**config.mk**
```make
export PLATFORM = sky130hd
export DESIGN_NAME = spd_rx_ctrl
export DESIGN_NICKNAME = d
export VERILOG_FILES = /design/src/sv/assert_macros.svh /design/src/sv/spd_pkg.sv /design/src/sv/spd_rx_ctrl.sv
export SDC_FILE = /design/constraint.sdc
export NUM_CORES = 1
export LEC_CHECK = 0
export BUFFER_PORTS_ARGS = -buffer_cell sky130_fd_sc_hd__buf_2
export CAP_MARGIN = 0
export CORE_UTILIZATION = 35
export DETAILED_ROUTE_END_ITERATION = 8
export PLACE_DENSITY_LB_ADDON = 0.15
export SLEW_MARGIN = 0
export SYNTH_ARGS = -nofsm -noshare
export SYNTH_HDL_FRONTEND = slang
export SYNTH_SLANG_ARGS = --single-unit
```
**constraint.sdc**
```tcl
create_clock -name clk -period 2.5 [get_ports clk]
set_input_delay 0.5 -clock clk [delete_from_list [all_inputs] [get_ports clk]]
set_output_delay 0.5 -clock clk [all_outputs]
set_load 0.02 [all_outputs]
```
**src/sv/assert_macros.svh**
```systemverilog
// Assertion macros shared by the deframer RTL.
`ifndef ASSERT_MACROS_SVH
`define ASSERT_MACROS_SVH

// Same-cycle implication, sampled on clk, off while rst_n is low.
`define SPD_ASSERT_IMPL(label, ante, cons) \
    label: assert property (@(posedge clk) disable iff (!rst_n) (ante) |-> (cons)) \
        else $error("same-cycle check failed");

// Next-cycle implication, sampled on clk, off while rst_n is low.
`define SPD_ASSERT_NEXT(label, ante, cons) \
    label: assert property (@(posedge clk) disable iff (!rst_n) (ante) |=> (cons)) \
        else $error("next-cycle check failed");

`endif

```
**src/sv/spd_pkg.sv**
```systemverilog
// Shared types and constants of the SLIP packet deframer.
package spd_pkg;

    typedef enum logic [1:0] {
        RX_IDLE   = 2'd0,
        RX_FRAME  = 2'd1,
        RX_ESCAPE = 2'd2,
        RX_ERROR  = 2'd3
    } rx_mode_t;

    localparam logic       OP_RECEIVE = 1'b0;
    localparam logic       OP_READ    = 1'b1;

    localparam logic [1:0] KIND_READY = 2'd0;
    localparam logic [1:0] KIND_READ  = 2'd1;
    localparam logic [1:0] KIND_ERROR = 2'd2;

    localparam logic       ERR_BAD_ESCAPE = 1'b0;
    localparam logic       ERR_OVERFLOW   = 1'b1;

    localparam logic [7:0] SLIP_END     = 8'hC0;
    localparam logic [7:0] SLIP_ESC     = 8'hDB;
    localparam logic [7:0] SLIP_ESC_END = 8'hDC;
    localparam logic [7:0] SLIP_ESC_ESC = 8'hDD;

    // Decisions of the receive controller for one serial byte.
    typedef struct packed {
        logic       wr_en;
        logic [7:0] wr_data;
        logic       emit;
        logic [1:0] kind;
        logic       err_code;
    } rx_cmd_t;

endpackage

```
**src/sv/spd_rx_ctrl.sv**
```systemverilog
// Receive controller: SLIP mode machine and frame byte count.
module spd_rx_ctrl import spd_pkg::*; #(
    parameter int BUFFER_BYTES = 2048,
    localparam int CW = $clog2(BUFFER_BYTES + 1)
) (
    input  logic          clk,
    input  logic          rst_n,
    input  logic          step,
    input  logic [7:0]    rx_byte,
    output rx_cmd_t       cmd,
    output logic [CW-1:0] count
);

    rx_mode_t      mode_reg;
    rx_mode_t      mode_next;
    logic [CW-1:0] count_reg;
    logic [CW-1:0] count_next;
    logic          full;

    always_ff @(posedge clk or negedge rst_n)
    begin
        if (!rst_n)
        begin
            mode_reg  <= RX_IDLE;
            count_reg <= '0;
        end
        else
        begin
            mode_reg  <= mode_next;
            count_reg <= count_next;
        end
    end

    always_comb
    begin
        full       = (count_reg == CW'(BUFFER_BYTES));
        mode_next  = mode_reg;
        count_next = count_reg;
        cmd        = '0;
        case (mode_reg)
            RX_IDLE, RX_FRAME:
            begin
                if (rx_byte == SLIP_END)
                begin
                    if (mode_reg == RX_IDLE)
                    begin
                        mode_next = RX_FRAME;
                    end
                    else
                    begin
                        mode_next = RX_IDLE;
                        if (count_reg != '0)
                        begin
                            count_next = '0;
                            // report only whole 32-bit words
                            if (count_reg[1:0] == 2'b00)
                            begin
                                cmd.emit = 1'b1;
                                cmd.kind = KIND_READY;
                            end
                        end
                    end
                end
                else if (rx_byte == SLIP_ESC)
                begin
                    mode_next = RX_ESCAPE;
                end
                else if (!full)
                begin
                    mode_next   = RX_FRAME;
                    cmd.wr_en   = 1'b1;
                    cmd.wr_data = rx_byte;
                    count_next  = count_reg + CW'(1);
                end
                else
                begin
                    mode_next    = RX_ERROR;
                    cmd.emit     = 1'b1;
                    cmd.kind     = KIND_ERROR;
                    cmd.err_code = ERR_OVERFLOW;
                end
            end
            RX_ESCAPE:
            begin
                if (rx_byte == SLIP_ESC_END || rx_byte == SLIP_ESC_ESC)
                begin
                    if (!full)
                    begin
                        mode_next   = RX_FRAME;
                        cmd.wr_en   = 1'b1;
                        cmd.wr_data = (rx_byte == SLIP_ESC_END) ? SLIP_END : SLIP_ESC;
                        count_next  = count_reg + CW'(1);
                    end
                    else
                    begin
                        mode_next    = RX_ERROR;
                        cmd.emit     = 1'b1;
                        cmd.kind     = KIND_ERROR;
                        cmd.err_code = ERR_OVERFLOW;
                    end
                end
                else
                begin
                    mode_next    = RX_ERROR;
                    cmd.emit     = 1'b1;
                    cmd.kind     = KIND_ERROR;
                    cmd.err_code = ERR_BAD_ESCAPE;
                end
            end
            RX_ERROR:
            begin
                // drop bytes until END, then start over
                if (rx_byte == SLIP_END)
                begin
                    mode_next  = RX_IDLE;
                    count_next = '0;
                end
            end
            default:
            begin
                mode_next = RX_IDLE;
            end
        endcase
        // hold everything when no byte is taken
        if (!step)
        begin
            mode_next  = mode_reg;
            count_next = count_reg;
            cmd        = '0;
        end
    end

    assign count = count_reg;

endmodule

```
==> key figures <==
Timing
  – Highest clock rate: 0.408 GHz
  – Setup TNS: 0 ns
  – Final Cycle Share: 0.981
  – Fin crit period: 2.45 ns
  – Worst slew pin tran: 0.535 ns
  – Clk_skew: around 0.0024 ns
  – Setup violations, final: 0
  – Slew margin rel.: 0.643
  – Fin. max-slew vios: 0
  – Final Hold Viols: 0

Yosys
  – Distinct cells, synth: between 40 and 50
  – Main combinational cell family by area after synthesis: simple AND/OR/NAND/NOR gates
  – Yosys top cell area share: 0.313
  – Synth Area in Simple Gates: 0.370
  – Post-synth ARST share: 1.00
  – Post-synthesis xor/xnor area fraction: 0
  – Cells after synthesis: around 140
  – Top cells by area, synth: dfrtp_1 31%, nand2_1 6.0%, nand3_1 5.8%
  – Main synth FF type: dfrtp_1
  – Synth Register Bits: 14
  – YS warnings: 0
  – Post-synth EDFFs: 0
  – Post-synthesis cell area: about 1100 um^2
  – Net count after synthesis: 156
  – Compound-cell area share of the yosys netlist: 0.254
  – Post-Synth Adder-Cell Area: 0.0223
  – Synthesized area per cell: between 7 and 8 um^2
  – Area leader, netlist: dfrtp_1
  – Mux cell area share after synthesis: 0
  – Post-synthesis sequential area ratio: 0.313

Pwr
  – Sw Share: 0.367
  – Seq pwr share: 0.432
  – Maximum vdd ir drop: 0.340 mV
  – Clk pwr share: 0.199
  – Total power after layout: 647 uW
  – NetSw: 237 uW
  – Combinational share of power: 0.369
  – Cell internal pwr: 410 uW
  – Leak pwr: a little under 0.7 nW
  – PD cells: 401 nW/um^2

Clock network
  – CTS Buf Count: 3
  – CTS tree: built
  – H-tree levels: 1
  – Worst skew pair latency: 0.28 ns
  – Clock transition at the registers of the reported paths: 0.08 ns
  – Root Buffer: clkbuf_4
  – CTS Buffer Depth: 2
  – Num Clock Sinks: 14

Critical path
  – Crit path DAT: a little under 2 ns
  – Startpoint types: primary input
  – Most Frequent Cell on Critical Path: buf_6
  – Slowest cell delay on critical path: around 0.52 ns
  – CP Capture Type: output pin
  – CP max FO: 4
  – CP required: 2.00 ns
  – Slowest stage cell, crit path: or4_4
  – CP bufs+invs: 3
  – Crit path max-delay family: simple AND/OR/NAND/NOR gates
  – Critical path type: in2out
  – Crit-path cells: buf_6 -> or4_4 -> buf_4 -> nor2_2 -> nand3_1 -> nor3_2 -> or2_4 -> buf_6

Detailed routing
  – Average wire per standard cell: ~15 um
  – Initial DRC count: 59
  – Post-route DRC: 0
  – Post-route ant nets: 0
  – Vias/cell: about 5.6
  – Routed via count: 1349
  – Pre-Repair DR Iteration Count: 4
  – Routed WL: roughly 3.5 mm

Global routing
  – Total congestion overflow: 0
  – Initial antenna violation count: 0
  – First-pass GRT wire length: 5.83 mm
  – Largest net degree at the start of global routing: 15
  – GR Util All Layers: 0.218
  – Vias in the first global route: 1217

Placed design
  – Placed Cells: about 230
  – Cell Area, Placed: 1450 um^2
  – Port bufs: 34
  – HPWL after DPL: 2.51 mm
  – Placer Congestion: between 0.9 and 1

Cells and area
  – Layout cells sized above 1: 0.415
  – Fillers: 293
  – Synth-to-Final Area Change: 44.2%
  – Commonest non-fill, non-tap cell in the layout: buf_2
  – Final Cell Area: 1620 um^2
  – Most frequent cells in the layout: 30 x buf_2, 24 x buf_4, 18 x nand2_1, 13 x nand3_1, 13 x dfrtp_1
  – Finished Layout Cells: 239
  – Final Util: 0.529
  – Fin nets: between 200 and 250
  – ANT cells: 0
  – Max FFs per register: 12

Floorplanning
  – Starting Density: 0.367
  – Die W: 58.6 um
  – Row cnt: 20
  – IO Count: 36
  – DIE HEIGHT: a little under 60 um
  – Die area: 3430 um^2
  – Core ar.: 3050 um^2

Flow run
  – Maxcap violations: 0

Status
  – Outcome: finished clean

Worst hold path
  – Hold Path Class: in2async
## per-layer routing
metal,wire (um),vias up,GRT usage
met3,221,0,0.0527
met1,1630,649,0.332
met5,0,-,0
met4,0,0,0.0136
met2,1660,53,0.325
li1,-,647,-
## worst register-to-register path: stages (launching register included)
cell	delay, ns
dfrtp_1	0.47
or4b_1	0.46
o211ai_1	0.24
nand3_2	0.16
buf_4	0.18
nor2_1	0.30
a31oi_1	0.14
## final cells by class
cell class,instances,area (um^2),share of cell area
tap,44,55.1,0.0341
inverter,3,11.3,0.00697
sequential,14,352,0.218
multi-input combinational,119,822,0.509
clock buffer,3,22.5,0.0139
timing repair buffer,56,353,0.218
## what timing repair did
item / 4_1_cts / 5_1_grt
pin swaps: 4 / 5
resized for setup: 9 / 17
endpoints found under the setup margin: 8 / 10
hold endpoints to repair: 0 / 0
setup buffers: 0 / 4
hold buffers: 0 / 0
## per-stage QoR
step	setup slack, ns	hold slack (ns)
floorplan	0.0336	0.204
global placement	-0.0296	0.419
detailed placement	-0.0550	0.423
CTS	0.00288	0.120
global route	-0.00860	0.125
finish	0.0472	0.111
## power groups by stage
stage | clock network [mW] | logic, mW | registers, mW
3_5_place_dp | 0 | 0.205 | 0.281
2_1_floorplan | 0 | 0.100 | 0.302
3_3_place_gp | 0 | 0.204 | 0.280
6_report | 0.129 | 0.239 | 0.280
5_1_grt | 0.140 | 0.264 | 0.284
4_1_cts | 0.133 | 0.211 | 0.278
## logic make-up after synthesis
family                   after synthesis
other                                  1
buffers and inverters                 10
AND/OR/NAND/NOR                       75
adder cells (fa/ha/maj)                2
AO/OA/AOI/OAI                         41
flip-flops                            14
## synthesized netlist by cell type, drive strengths merged, types with 3 or more instances
| library cell | count |
|---|---|
| nand2 | 18 |
| a21oi | 11 |
| nor2 | 9 |
| nor3 | 10 |
| nand4 | 4 |
| clkbuf | 4 |
| buf | 3 |
| nand3 | 14 |
| a31oi | 3 |
| o31ai | 5 |
| o22a | 3 |
| and3 | 3 |
| o21ai | 7 |
| inv | 3 |
| dfrtp | 14 |
## final timing paths
check / cells after the start / slack [ns] / startpoint / endpoint
min in group clk: 3 / 0.57 / step / mode_reg[0]
min reg2reg: 1 / 0.62 / count[11] / count[11]
min: 1 / 0.11 / rst_n / mode_reg[0]
max in group asynchronous: 1 / 2.12 / rst_n / count[0]
max reg2reg: 6 / 0.42 / mode_reg[0] / count[6]
max: 8 / 0.05 / rx_byte[0] / cmd[3]
Power figures use the tool's default switching activity.
